==> config.mk <==
export PLATFORM = sky130hd
export DESIGN_NAME = fisher_yates_shuffler_core
export DESIGN_NICKNAME = d
export VERILOG_FILES = /design/src/rtl/fys_pkg.sv /design/src/rtl/fisher_yates_shuffler_core.sv /design/src/rtl/fys_ram.sv /design/src/rtl/fys_mod.sv
export SDC_FILE = /design/constraint.sdc
export NUM_CORES = 1
export LEC_CHECK = 0
export BUFFER_PORTS_ARGS = -buffer_cell sky130_fd_sc_hd__buf_2
export CAP_MARGIN = 20
export CORE_UTILIZATION = 45
export CTS_BUF_LIST = sky130_fd_sc_hd__clkbuf_8
export CTS_CLUSTER_DIAMETER = 80
export DETAILED_ROUTE_END_ITERATION = 8
export GPL_ROUTABILITY_DRIVEN = 1
export PLACE_DENSITY_LB_ADDON = 0.3
export REMOVE_ABC_BUFFERS = 1
export SLEW_MARGIN = 20
export SYNTH_ARGS = -nofsm -noshare
export SYNTH_HDL_FRONTEND = slang
export SYNTH_HIERARCHICAL = 1
export SYNTH_SLANG_ARGS = --single-unit
export TNS_END_PERCENT = 100
==> constraint.sdc <==
create_clock -name clk_i -period 4.4 [get_ports clk_i]
set_input_delay 0.44 -clock clk_i [delete_from_list [all_inputs] [get_ports clk_i]]
set_output_delay 0.44 -clock clk_i [all_outputs]
set_load 0.005 [all_outputs]
==> src/rtl/fys_pkg.sv <==
// Shared constants for the Fisher-Yates shuffler.
// No dependencies; imported by fys_mod, fisher_yates_shuffler_core and the testbench.
`default_nettype none
package fys_pkg;

  localparam int unsigned WORD_W     = 32;  // random word width
  localparam int unsigned BIT_CNT_W  = $clog2(WORD_W);
  localparam int unsigned POS_W      = 6;   // position field
  localparam int unsigned CARD_W     = 6;   // card field
  localparam int unsigned CFG_W      = 7;   // deck_size register
  localparam int unsigned DECK_RESET = 52;  // deck_size after reset
  localparam int unsigned OUT_DATA_W = 16;  // output word, padded to bytes

endpackage
`default_nettype wire

==> src/rtl/fisher_yates_shuffler_core.sv <==
// Fisher-Yates shuffler top level: step control, card table, output register.
// Depends on fys_pkg, fys_mod and fys_ram.
//
// Usage:
//   s_axis: one 32-bit random word per step (tdata[31:0] = random_word).
//   m_axis: one result word per step, two on the step at position 1.
//           tdata[5:0] = position, tdata[11:6] = card, tlast = end of shuffle.
//   cfg:    deck_size write (7 bits), taken only while idle; it is clamped to
//           2..MAX_CARDS and reloads the step position to size minus one.
//           A pending write holds off s_axis_tready, so both never fire together.
// Sequence: a result word follows its random word through the bit-serial
//   modulo unit, then read i, read j, write i, write j and the load of the
//   output register. The position-0 word of the final step follows after
//   a read of entry 0 and its own load of the output register.
// Input: a new random word is taken only in idle, once the last step has
//   loaded its words, paced by the modulo loop and the single RAM port pair.
// Reset: the table reads as identity (entry i holds card i) through per-entry
//   valid bits, deck_size = 52, step position = 51. No clearing pass.
// Stall: the output register holds its word while m_axis_tready is low; the
//   next step's arithmetic runs meanwhile and waits only at its own load.
`default_nettype none
module fisher_yates_shuffler_core import fys_pkg::*; #(
  parameter int unsigned MAX_CARDS = 64
) (
  input  wire logic                  clk_i,
  input  wire logic                  rst_ni,
  // random words
  input  wire logic                  s_axis_tvalid,
  output logic                       s_axis_tready,
  input  wire logic [WORD_W-1:0]     s_axis_tdata,   // [31:0] random_word
  // result words
  output logic                       m_axis_tvalid,
  input  wire logic                  m_axis_tready,
  output logic      [OUT_DATA_W-1:0] m_axis_tdata,   // [5:0] position, [11:6] card
  output logic                       m_axis_tlast,   // last
  // deck_size register
  input  wire logic                  cfg_valid_i,
  output logic                       cfg_ready_o,
  input  wire logic [CFG_W-1:0]      cfg_data_i
);

  localparam int unsigned IDX_W = $clog2(MAX_CARDS);
  localparam int unsigned DIV_W = $clog2(MAX_CARDS + 1);
  localparam int unsigned SIZE_RESET = (DECK_RESET > MAX_CARDS) ? MAX_CARDS : DECK_RESET;

  typedef enum logic [3:0] {
    S_IDLE, S_DIV, S_RD_I, S_RD_J, S_WR_I, S_WR_J, S_EMIT, S_RD_0, S_EMIT0
  } state_e;

  function automatic logic [DIV_W-1:0] clamp_size(input logic [CFG_W-1:0] v);
    if (32'(v) > MAX_CARDS) begin
      return DIV_W'(MAX_CARDS);
    end else if (v < CFG_W'(2)) begin
      return DIV_W'(2);
    end else begin
      return DIV_W'(v);
    end
  endfunction

  state_e           state_q;
  logic [DIV_W-1:0] size_q;      // effective deck size
  logic [IDX_W-1:0] step_q;      // next step position
  logic [IDX_W-1:0] pos_q;       // position of the step in flight
  logic [IDX_W-1:0] j_q;         // swap partner
  logic [IDX_W-1:0] ci_q;        // card that was at pos
  logic [IDX_W-1:0] cj_q;        // card that was at j

  logic             out_valid_q;
  logic [IDX_W-1:0] out_pos_q;
  logic [IDX_W-1:0] out_card_q;
  logic             out_last_q;

  logic [MAX_CARDS-1:0] vld_q;   // entry written since reset
  logic                 rd_vld_q;
  logic [IDX_W-1:0]     rd_addr_q;

  logic             in_fire;
  logic             cfg_fire;
  logic             slot_free;
  logic             out_load;
  logic             div_done;
  logic [DIV_W-1:0] div_rem;
  logic [IDX_W-1:0] pos_sel;
  logic [IDX_W-1:0] size_m1;
  logic [IDX_W-1:0] rd_card;
  logic [IDX_W-1:0] ram_rdata;

  logic             ram_we;
  logic             ram_re;
  logic [IDX_W-1:0] ram_waddr;
  logic [IDX_W-1:0] ram_raddr;
  logic [IDX_W-1:0] ram_wdata;

  // a register write goes first; the random word waits while cfg_valid_i is high
  assign s_axis_tready = (state_q == S_IDLE) && !cfg_valid_i;
  assign cfg_ready_o   = (state_q == S_IDLE);
  assign in_fire       = s_axis_tvalid && s_axis_tready;
  assign cfg_fire      = cfg_valid_i && cfg_ready_o;
  assign slot_free     = !out_valid_q || m_axis_tready;
  assign out_load      = slot_free && ((state_q == S_EMIT) || (state_q == S_EMIT0));
  assign size_m1       = IDX_W'(size_q - 1'b1);

  // keep the position inside 1 .. size-1
  assign pos_sel = ((DIV_W'(step_q) >= size_q) || (step_q == '0)) ? size_m1 : step_q;

  // never-written entries read as their own index
  assign rd_card = rd_vld_q ? ram_rdata : rd_addr_q;

  fys_mod #(.DIV_W(DIV_W)) u_mod (
    .clk_i     (clk_i),
    .rst_ni    (rst_ni),
    .start_i   (in_fire),
    .word_i    (s_axis_tdata),
    .divisor_i (DIV_W'(pos_sel) + 1'b1),
    .done_o    (div_done),
    .rem_o     (div_rem)
  );

  fys_ram #(.WIDTH(IDX_W), .DEPTH(MAX_CARDS), .AW(IDX_W)) u_ram (
    .clk_i   (clk_i),
    .we_i    (ram_we),
    .waddr_i (ram_waddr),
    .wdata_i (ram_wdata),
    .re_i    (ram_re),
    .raddr_i (ram_raddr),
    .rdata_o (ram_rdata)
  );

  // table access per state: read i, read j, write i <= card j, write j <= card i
  always_comb begin
    ram_we    = 1'b0;
    ram_re    = 1'b0;
    ram_waddr = pos_q;
    ram_raddr = pos_q;
    ram_wdata = rd_card;
    case (state_q)
      S_RD_I: begin
        ram_re = 1'b1;
      end
      S_RD_J: begin
        ram_re    = 1'b1;
        ram_raddr = j_q;
      end
      S_WR_I: begin
        ram_we = 1'b1;
      end
      S_WR_J: begin
        ram_we    = 1'b1;
        ram_waddr = j_q;
        ram_wdata = ci_q;
      end
      S_RD_0: begin
        ram_re    = 1'b1;
        ram_raddr = '0;
      end
      default: begin
      end
    endcase
  end

  always_ff @(posedge clk_i or negedge rst_ni) begin
    if (!rst_ni) begin
      state_q     <= S_IDLE;
      size_q      <= DIV_W'(SIZE_RESET);
      step_q      <= IDX_W'(SIZE_RESET - 1);
      out_valid_q <= 1'b0;
      vld_q       <= '0;
      rd_vld_q    <= 1'b0;
    end else begin
      // a load wins over the drain of the previous word
      if (out_load) begin
        out_valid_q <= 1'b1;
      end else if (m_axis_tready) begin
        out_valid_q <= 1'b0;
      end
      if (ram_we) begin
        vld_q[ram_waddr] <= 1'b1;
      end
      if (ram_re) begin
        rd_vld_q <= vld_q[ram_raddr];
      end
      if (cfg_fire) begin
        size_q <= clamp_size(cfg_data_i);
        step_q <= IDX_W'(clamp_size(cfg_data_i) - 1'b1);
      end
      case (state_q)
        S_IDLE: begin
          if (in_fire) begin
            state_q <= S_DIV;
          end
        end
        S_DIV: begin
          if (div_done) begin
            state_q <= S_RD_I;
          end
        end
        S_RD_I: state_q <= S_RD_J;
        S_RD_J: state_q <= S_WR_I;
        S_WR_I: state_q <= S_WR_J;
        S_WR_J: state_q <= S_EMIT;
        S_EMIT: begin
          if (slot_free) begin
            if (pos_q == IDX_W'(1)) begin
              state_q <= S_RD_0;
            end else begin
              step_q  <= pos_q - 1'b1;
              state_q <= S_IDLE;
            end
          end
        end
        S_RD_0: state_q <= S_EMIT0;
        S_EMIT0: begin
          if (slot_free) begin
            step_q  <= size_m1;
            state_q <= S_IDLE;
          end
        end
        default: state_q <= S_IDLE;
      endcase
    end
  end

  // payload registers
  always_ff @(posedge clk_i) begin
    if (in_fire) begin
      pos_q <= pos_sel;
    end
    if (div_done) begin
      j_q <= IDX_W'(div_rem);
    end
    if (ram_re) begin
      rd_addr_q <= ram_raddr;
    end
    if (state_q == S_RD_J) begin
      ci_q <= rd_card;
    end
    if (state_q == S_WR_I) begin
      cj_q <= rd_card;
    end
    if (state_q == S_EMIT && slot_free) begin
      out_pos_q  <= pos_q;
      out_card_q <= cj_q;
      out_last_q <= 1'b0;
    end else if (state_q == S_EMIT0 && slot_free) begin
      out_pos_q  <= '0;
      out_card_q <= rd_card;
      out_last_q <= 1'b1;
    end
  end

  assign m_axis_tvalid = out_valid_q;
  assign m_axis_tlast  = out_last_q;
  assign m_axis_tdata  = {(OUT_DATA_W - POS_W - CARD_W)'(0),
                          CARD_W'(out_card_q), POS_W'(out_pos_q)};

`ifndef NO_ASSERTIONS
  // the modulo unit finishes only while the step waits for it
  a_div_done_in_div: assert property (@(posedge clk_i) disable iff (!rst_ni)
    div_done |-> state_q == S_DIV)
    else $error("modulo done outside of divide state");

  // next step position always lies inside the deck
  a_step_in_range: assert property (@(posedge clk_i) disable iff (!rst_ni)
    (DIV_W'(step_q) < size_q) && (step_q != '0))
    else $error("step position out of range");

  // the closing word of a shuffle carries position 0, other words do not
  a_last_pos_zero: assert property (@(posedge clk_i) disable iff (!rst_ni)
    out_valid_q |-> (out_last_q == (out_pos_q == '0)))
    else $error("tlast does not match position 0");

  // a new word is loaded only into a free output slot
  a_no_overwrite: assert property (@(posedge clk_i) disable iff (!rst_ni)
    (out_valid_q && !m_axis_tready) |=> out_valid_q && $stable(out_pos_q))
    else $error("stalled output word lost");
`endif

endmodule
`default_nettype wire

==> src/rtl/fys_ram.sv <==
// Generic single-write, single-read RAM with registered read data.
// No dependencies.
`default_nettype none
module fys_ram #(
  parameter int unsigned WIDTH = 8,
  parameter int unsigned DEPTH = 64,
  parameter int unsigned AW    = (DEPTH > 1) ? $clog2(DEPTH) : 1
) (
  input  wire logic             clk_i,
  input  wire logic             we_i,
  input  wire logic [AW-1:0]    waddr_i,
  input  wire logic [WIDTH-1:0] wdata_i,
  input  wire logic             re_i,
  input  wire logic [AW-1:0]    raddr_i,
  output logic      [WIDTH-1:0] rdata_o
);

  logic [WIDTH-1:0] mem_q [DEPTH];

  always_ff @(posedge clk_i) begin
    if (we_i) begin
      mem_q[waddr_i] <= wdata_i;
    end
    if (re_i) begin
      rdata_o <= mem_q[raddr_i];
    end
  end

endmodule
`default_nettype wire

==> src/rtl/fys_mod.sv <==
// Bit-serial restoring modulo unit: word mod divisor, one dividend bit per cycle.
// Depends on fys_pkg.
`default_nettype none
module fys_mod import fys_pkg::*; #(
  parameter int unsigned DIV_W = 7
) (
  input  wire logic              clk_i,
  input  wire logic              rst_ni,
  input  wire logic              start_i,
  input  wire logic [WORD_W-1:0] word_i,
  input  wire logic [DIV_W-1:0]  divisor_i,
  output logic                   done_o,
  output logic      [DIV_W-1:0]  rem_o
);

  logic                 busy_q;
  logic                 done_q;
  logic [BIT_CNT_W-1:0] cnt_q;
  logic [WORD_W-1:0]    sh_q;
  logic [DIV_W-1:0]     rem_q;
  logic [DIV_W-1:0]     div_q;
  logic [DIV_W:0]       trial;
  logic [DIV_W:0]       diff;
  logic                 ge;

  // shift in next dividend bit, subtract when it fits
  assign trial = {rem_q, sh_q[WORD_W-1]};
  assign ge    = trial >= {1'b0, div_q};
  assign diff  = trial - {1'b0, div_q};

  always_ff @(posedge clk_i or negedge rst_ni) begin
    if (!rst_ni) begin
      busy_q <= 1'b0;
      done_q <= 1'b0;
      cnt_q  <= '0;
    end else begin
      done_q <= 1'b0;
      if (start_i) begin
        busy_q <= 1'b1;
        cnt_q  <= '0;
      end else if (busy_q) begin
        cnt_q <= cnt_q + 1'b1;
        if (cnt_q == BIT_CNT_W'(WORD_W - 1)) begin
          busy_q <= 1'b0;
          done_q <= 1'b1;
        end
      end
    end
  end

  always_ff @(posedge clk_i) begin
    if (start_i) begin
      sh_q  <= word_i;
      rem_q <= '0;
      div_q <= divisor_i;
    end else if (busy_q) begin
      sh_q  <= sh_q << 1;
      rem_q <= ge ? diff[DIV_W-1:0] : trial[DIV_W-1:0];
    end
  end

  assign done_o = done_q;
  assign rem_o  = rem_q;

endmodule
`default_nettype wire

==> results.py, run 1 <==
metrics = {
    "outcome": {
        "status": "completed",
    },
    "layout": {
        "seqCellArea_mm2": 0.01656,
        "final_cells": 2371,
        "multiInputGateArea_mm2": 0.007152,
        "drive_gt1_share_pct": 23.89,
        "nFillCells": 4327,
        "insertedDiodeCount": 0,
        "nets": 1679,
        "area_growth_syn_to_layout_pct": 11.82,
    },
    "setup_path": {
        "r2r-start": "state_q[3]",
        "endpoint": "u_ram/mem_q[22][2]",
        "crit_type": "flip-flop to flip-flop",
        "critical_path.max_stage_delay_ps": 660,
        "r2r_cells": 7,
        "cp.arrival_ps": 3970,
        "critPathLaunchType": "flip-flop",
        "required_ps": 4690,
        "r2r_end": "u_ram/mem_q[22][2]",
        "crit_slowest_cell": "nor2_1",
        "cp-end-kind": "flip-flop",
        "startpoint": "state_q[3]",
        "r2r_slack_ps": 720,
        "worst-path-max-fanout": 18,
        "worstPathCellList": "nand2b_1 -> nor2_4 -> nand2_2 -> mux2_2 -> nor2b_1 -> nand3_1 -> nor2_1",
    },
    "power_and_ir_drop": {
        "p_switching_w": 0.005368,
        "switching_share_pct": 32.06,
        "vdd_drop_max_v": 0.0004756,
        "seqPwrFrac_pct": 45.0,
        "p_leak_nw": 9.869,
        "share_comb_of_total_power_pct": 29.3,
        "power.density_mw_per_mm2": 617.2,
        "p_int_w": 0.01138,
        "clkPwrFrac_pct": 25.7,
    },
    "synth": {
        "synth_top_family_by_area": "multiplexers",
        "yosysTopAreaCell": "edfxtp_1",
        "netlist_area_mm2": 0.02427,
        "muxShareOfSynthArea_pct": 13.56,
        "synth_compound_area_share_pct": 6.780,
        "syn_avg_cell_area_um2": 16.22,
        "synthAdderAreaFrac_pct": 1.114,
        "synth-seq-area-share_pct": 68.26,
        "yosys.cell_types.count": 80,
        "netlist_top_cells_area": "edfxtp_1, dfrtp_1, mux4_2, mux2_2, nor2_1",
        "yosys.area.top_type_share_pct": 58.29,
        "ys_warn_count": 6,
        "synth_seq_cells": 569,
        "syn-instance-count": 1496,
        "synth-xor-area-share_pct": 0.7219,
        "synth_flop_cell": "edfxtp_1",
        "synthSimpleGateAreaFrac_pct": 6.940,
        "async_reset_ff_share_pct": 15.82,
        "synth_edf_count": 471,
    },
    "drt": {
        "vias": 13580,
        "drc": 0,
        "final_antenna_net_count": 0,
        "routed_wl_mm": 53.02,
        "wire_per_inst_um": 22.36,
        "viasPerCell": 5.728,
        "dr.pass1.iters": 6,
        "first_iter_violations": 1171,
    },
    "cts": {
        "ctsResizeCount": 0,
        "cts_buffer_depth": 3,
        "clock-root-buffer": "clkbuf_8",
        "path_clk_slew_ps": 60,
        "clock_sinks": 569,
        "cts_buffers": 91,
        "cts_tree": "built",
        "h-tree-depth": 3,
        "clk_latency_ps": 680,
    },
    "timing": {
        "finalClockSkew_ps": 30.99,
        "hold_viol": 0,
        "finalSetupViolCount": 0,
        "slew_viol_final": 0,
        "rsz0062_at_grt": "false",
        "setup_slack_ps": 723.4,
        "fin_crit_ps": 3677,
        "max_freq_mhz": 272.0,
        "finalCritPeriodShare_pct": 83.56,
        "tightestPinTransition_ps": 1062,
        "relSlewSlack_pct": 29.03,
    },
    "floorplanning": {
        "rows": 84,
        "initial_core_util_pct": 45.90,
        "ios": 64,
        "die-area_mm2": 0.05486,
        "core-area_mm2": 0.05287,
        "die_w_um": 234.2,
        "die_h_um": 234.2,
    },
    "job": {
        "maxCapViolCount": 0,
    },
    "placed_design": {
        "post-place-ws_ps": 778.6,
        "place_congestion": 0.8549,
        "io_buffers": 59,
        "dp_cells": 2206,
        "hpwl_mm": 34.23,
    },
    "global_route": {
        "grt_pass1_wl_mm": 81.23,
        "grt_util_met2_pct": 31.75,
        "gr-usage-met1_pct": 26.11,
        "met3_usage_pct": 5.302,
        "grt_max_degree": 65,
        "track_usage_pct": 19.86,
        "gr-total-overflow": 0,
        "antenna_found_initial": 1,
        "busiest_layer": "met2",
        "grt_pass1_vias": 13900,
    },
    "worst_hold_path": {
        "holdPathStages": 2,
        "hp-class": "input port to flip-flop",
    },
}
[cells in the final DEF, fill, tap and decap left out, types with 27 or more instances in the layout]
cell type	instances
o21bai_1	40
mux2i_1	40
a21o_1	27
edfxtp_1	471
nand3_1	30
inv_1	69
nor2_1	129
buf_2	58
mux2_2	55
nand2_1	66
dfrtp_1	83
clkbuf_8	98
a21oi_1	30
mux4_2	90
buf_4	31
[repair_timing]
item,in CTS,in global routing
hold endpoints to repair,51,0
hold buffers,1,0
setup buffers,0,0
[layer usage]
metal / share of wire (%) / wire [um]
met5: 0 / 0
met4: 2.9 / 1538
met3: 7.7 / 4072
met2: 48 / 25430
met1: 41 / 21980
[power by group through the flow]
stage          sequential (W)  combinational, W  clock (W)
3_5_place_dp          0.00764           0.00483          0
5_1_grt               0.00759           0.00534    0.00463
2_1_floorplan         0.00757           0.00327          0
6_report              0.00753           0.00490    0.00431
3_3_place_gp          0.00764           0.00475          0
4_1_cts               0.00754           0.00485    0.00441
[worst min path at each step]
stage                     from             to
2_1_floorplan           rst_ni  m_axis_tvalid
3_5_place_dp         vld_q[47]      vld_q[47]
3_3_place_gp         vld_q[47]      vld_q[47]
4_1_cts        s_axis_tdata[0]  u_mod/sh_q[0]
5_1_grt        s_axis_tdata[0]  u_mod/sh_q[0]
6_report       s_axis_tdata[0]  u_mod/sh_q[0]
[cell usage after synthesis (all sizes together) (10+ instances only)]
| cell | instances |
|---|---|
| edfxtp | 471 |
| nor2 | 130 |
| mux4 | 97 |
| dfrtp | 83 |
| nand2 | 67 |
| mux2 | 55 |
| buf | 45 |
| mux2i | 43 |
| inv | 41 |
| o21bai | 40 |
| a21oi | 37 |
| nand3 | 30 |
| clkbuf | 29 |
| a21o | 28 |
| o21ai | 25 |
| nor2b | 22 |
| nor3 | 21 |
| ha | 20 |
| nor3b | 14 |
| o22ai | 14 |
| o221ai | 13 |
| xnor2 | 13 |
| nand2b | 12 |
| a211oi | 10 |
| and3 | 10 |
[sequential cells by signal, summed over array words and instances (netlist names), 4 cells and up]
| register | flops |
|---|---|
| vld_q | 64 |
| out_card_q | 6 |
| u_mod/sh_q | 32 |
| size_q | 7 |
| u_ram/mem_q | 384 |
| u_mod/rem_o | 7 |
| u_mod/div_q | 7 |
| rd_addr_q | 6 |
| step_q | 6 |
| state_q | 4 |
| j_q | 6 |
| out_pos_q | 6 |
| u_ram/rdata_o | 6 |
| pos_q | 6 |
| cj_q | 6 |
| u_mod/cnt_q | 5 |
| ci_q | 6 |
[worst max-delay path: cells and delay by family (launching register included)]
family | cells | cell delay (ps)
flops | 1 | 540
mux | 1 | 500
simple gates | 6 | 2260
[layout make-up]
class	instances	share of cell area [%]
flip-flops and latches	569	61.05
multi-input cells	815	26.36
clock buffers	98	4.971
well taps	688	3.173
repair buffers	96	2.462
clock inverters	64	1.397
inverters	41	0.5902
[kinds of logic after synthesis]
| logic type | after synthesis |
|---|---|
| other | 1 |
| DFF | 569 |
| AOI/OAI and AO/OA | 230 |
| muxes | 195 |
| and+or+nand+nor | 345 |
| adders and majority gates | 21 |
| xor gates and xnor gates | 20 |
| buffers and inverters | 115 |
[stage by stage]
step | instance area (um2) | TNS, ps | power (W) | util, % | hold WS, ps
2_1_floorplan | 23800 | -11680 | 0.01085 | - | 144.4
3_3_place_gp | 25340 | 0 | 0.01239 | 47.93 | 432.0
3_5_place_dp | 25340 | 0 | 0.01247 | 47.93 | 437.6
4_1_cts | 27080 | 0 | 0.01679 | 51.22 | 9.515
5_1_grt | 27130 | 0 | 0.01755 | 51.33 | 13.98
6_report | 27130 | 0 | 0.01675 | 51.33 | 66.03
Note: power is estimated with default switching activity, not from simulation.
==> run 2, diff against run 1 <==
Settings changed: ABC_AREA set to 1.
Clock period 4.4 ns to 3.45 ns, I/O delays scaled along.
==> results.py, run 2 <==
metrics = {
    "setup_path": {
        "critPathLaunchType": "flip-flop",
        "crit_slowest_cell": "nor4_1",
        "worst-path-max-fanout": 18,
        "cp-end-kind": "flip-flop",
        "crit_type": "flip-flop to flip-flop",
        "worstPathCellList": "nor2_1 -> inv_2 -> nor2_8 -> inv_2 -> nor2_8 -> inv_2 -> nand2_1 -> o21ai_1 -> buf_4 -> inv_1 -> nand4_1 -> nor4_1 -> buf_4",
        "cp.arrival_ps": 3340,
        "crit_top_cell": "inv_2",
        "required_ps": 3810,
        "critical_path.max_stage_delay_ps": 450,
    },
    "synth": {
        "synth_compound_area_share_pct": 3.013,
        "synth_seq_cells": 569,
        "synth_flop_cell": "edfxtp_1",
        "netlist_area_mm2": 0.02492,
        "syn_avg_cell_area_um2": 10.40,
        "syn-instance-count": 2397,
        "yosys.area.top_type_share_pct": 56.76,
        "muxShareOfSynthArea_pct": 0.2711,
        "netlist_top_cells_area": "edfxtp_1, nand2_1, nand3_1, dfrtp_1, inv_1",
        "yosysMostFrequentCell": "nand2_1",
        "async_reset_ff_share_pct": 15.82,
        "synth_edf_count": 471,
        "yosysTopAreaCell": "edfxtp_1",
        "synth-xor-area-share_pct": 0.4920,
        "synth-seq-area-share_pct": 66.47,
        "synth_top_family_by_area": "simple AND/OR/NAND/NOR gates",
        "yosys.cell_types.count": 50,
        "synthAdderAreaFrac_pct": 1.085,
        "synth_commonest_cells": "nand2_1, edfxtp_1, nand3_1",
        "synthSimpleGateAreaFrac_pct": 23.63,
        "ys_warn_count": 6,
    },
    "placed_design": {
        "dp_cells": 3121,
        "dpl_cell_area_mm2": 0.02625,
        "io_buffers": 59,
        "hpwl_mm": 39.17,
        "place_congestion": 0.9128,
    },
    "layout": {
        "nets": 2616,
        "seqCellArea_mm2": 0.01656,
        "multiInputGateArea_mm2": 0.007151,
        "layout_commonest_cell": "nand2_1",
        "drive_gt1_share_pct": 11.19,
        "top_register": "u_ram/mem_q",
        "layout_common_cells": "nand2_1, edfxtp_1, nand3_1",
        "reg_top3": "u_ram/mem_q (384), vld_q (64), u_mod/sh_q (32)",
        "fin_area_mm2": 0.02821,
        "nFillCells": 4749,
        "largest_reg_flops": 384,
        "final_cells": 3317,
        "area_growth_syn_to_layout_pct": 13.20,
    },
    "global_route": {
        "met3_usage_pct": 3.310,
        "busiest_layer": "met2",
        "gr-total-overflow": 0,
        "antenna_found_initial": 2,
        "track_usage_pct": 22.26,
        "grt_max_degree": 141,
        "grt_pass1_wl_mm": 96.50,
        "gr-usage-met1_pct": 29.26,
        "grt_util_met2_pct": 36.97,
        "grt_pass1_vias": 17620,
    },
    "cts": {
        "cts_buffers": 88,
        "cts_tree": "built",
        "path_clk_slew_ps": 60,
        "clock_sinks": 569,
        "clock-root-buffer": "clkbuf_8",
        "clk_latency_ps": 680,
        "cts_buffer_depth": 3,
        "ctsResizeCount": 0,
        "h-tree-depth": 3,
    },
    "floorplanning": {
        "initial_core_util_pct": 45.94,
        "die_h_um": 237.3,
        "die_w_um": 237.3,
        "ios": 64,
        "core-area_mm2": 0.05424,
        "die-area_mm2": 0.05632,
        "rows": 85,
    },
    "drt": {
        "viasPerCell": 5.375,
        "first_iter_violations": 1650,
        "drc": 0,
        "dr.pass1.iters": 6,
        "wire_per_inst_um": 18.72,
        "routed_wl_mm": 62.11,
        "vias": 17830,
        "final_antenna_net_count": 0,
    },
    "power_and_ir_drop": {
        "p_switching_w": 0.009125,
        "total_power_w": 0.02360,
        "vdd_drop_max_v": 0.0004229,
        "clkPwrFrac_pct": 21.8,
        "power.density_mw_per_mm2": 836.7,
        "switching_share_pct": 38.66,
        "p_int_w": 0.01448,
        "p_leak_nw": 11.47,
        "share_comb_of_total_power_pct": 37.0,
        "seqPwrFrac_pct": 41.2,
    },
    "timing": {
        "max_freq_mhz": 336.3,
        "finalClockSkew_ps": 28.39,
        "rsz0062_at_grt": "false",
        "finalCritPeriodShare_pct": 86.18,
        "tightestPinTransition_ps": 957.8,
        "relSlewSlack_pct": 36.08,
        "fin_crit_ps": 2973,
        "hold_viol": 0,
        "hold_slack_ps": 131.1,
        "finalSetupViolCount": 0,
        "slew_viol_final": 0,
    },
    "job": {
        "maxCapViolCount": 0,
    },
    "outcome": {
        "status": "completed",
    },
    "worst_hold_path": {
        "hp-class": "input port to flip-flop",
    },
}
==> run 2: timing repair <==
item                      4_1_cts  5_1_grt
hold buffers                   36        0
hold endpoints to repair       83        0
setup buffers                   0        0
==> run 2: power by group through the flow <==
stage          clock [W]  sequential, W  combinational, W
2_1_floorplan          0        0.00978           0.00573
5_1_grt          0.00555        0.00980           0.00967
3_5_place_dp           0        0.00986           0.00865
4_1_cts          0.00526        0.00972           0.00873
6_report         0.00514        0.00973           0.00874
3_3_place_gp           0        0.00984           0.00853
==> run 2: cell families after synthesis <==
| kind of cell | count (synthesis) |
|---|---|
| DFF | 569 |
| muxes | 6 |
| adders and majority gates | 21 |
| other | 1 |
| and+or+nand+nor | 1365 |
| buffers and inverters | 292 |
| xor gates and xnor gates | 14 |
| AOI/OAI and AO/OA | 129 |
==> run 2: worst paths after layout <==
kind                                       to           from  slack, ps  depth (start not counted)
setup / recovery           u_ram/mem_q[50][4]     state_q[3]        480                         13
hold / removal                  m_axis_tvalid  m_axis_tready        130                          4
setup reg to reg           u_ram/mem_q[50][4]     state_q[3]        480                         13
hold reg to reg                     vld_q[49]      vld_q[49]        460                          2
max in group asynchronous           step_q[5]         rst_ni       2370                          3
min in group asynchronous           vld_q[20]         rst_ni        270                          2
==> run 2: area by class of cell <==
type                            count  area share [%]
Tap cell                          696           3.087
Multi-Input combinational cell   1539           25.35
Clock buffer                       93           4.537
Timing Repair Buffer              170           4.728
Sequential cell                   569           58.72
Antenna cell                        2         0.01774
Inverter                          183           2.444
Clock inverter                     65           1.118
==> run 2: through the flow <==
stage	setup slack, ps	utilization, %	setup TNS (ps)
after floorplan	-5004	-	-34850
after global placement	480.2	48.39	0
after CTS	472.3	52.00	0
after global routing	215.8	52.01	0
final	476.8	52.01	0
after detailed placement	500.8	48.39	0
==> run 2: routing by layer <==
| layer | vias to the layer above | share of wire [%] |
|---|---|---|
| met1 | 8592 | 42 |
| met5 | - | 0 |
| met4 | 0 | 3.2 |
| met2 | 613 | 48 |
| met3 | 127 | 6.3 |
| li1 | 8497 | - |
==> run 2: worst max-delay path, delay by kind of cell (launching register included) <==
| family | cells | cell delay (ps) |
|---|---|---|
| DFF | 1 | 390 |
| AOI/OAI and AO/OA | 1 | 70 |
| buffers and inverters | 6 | 930 |
| and+or+nand+nor | 6 | 1290 |
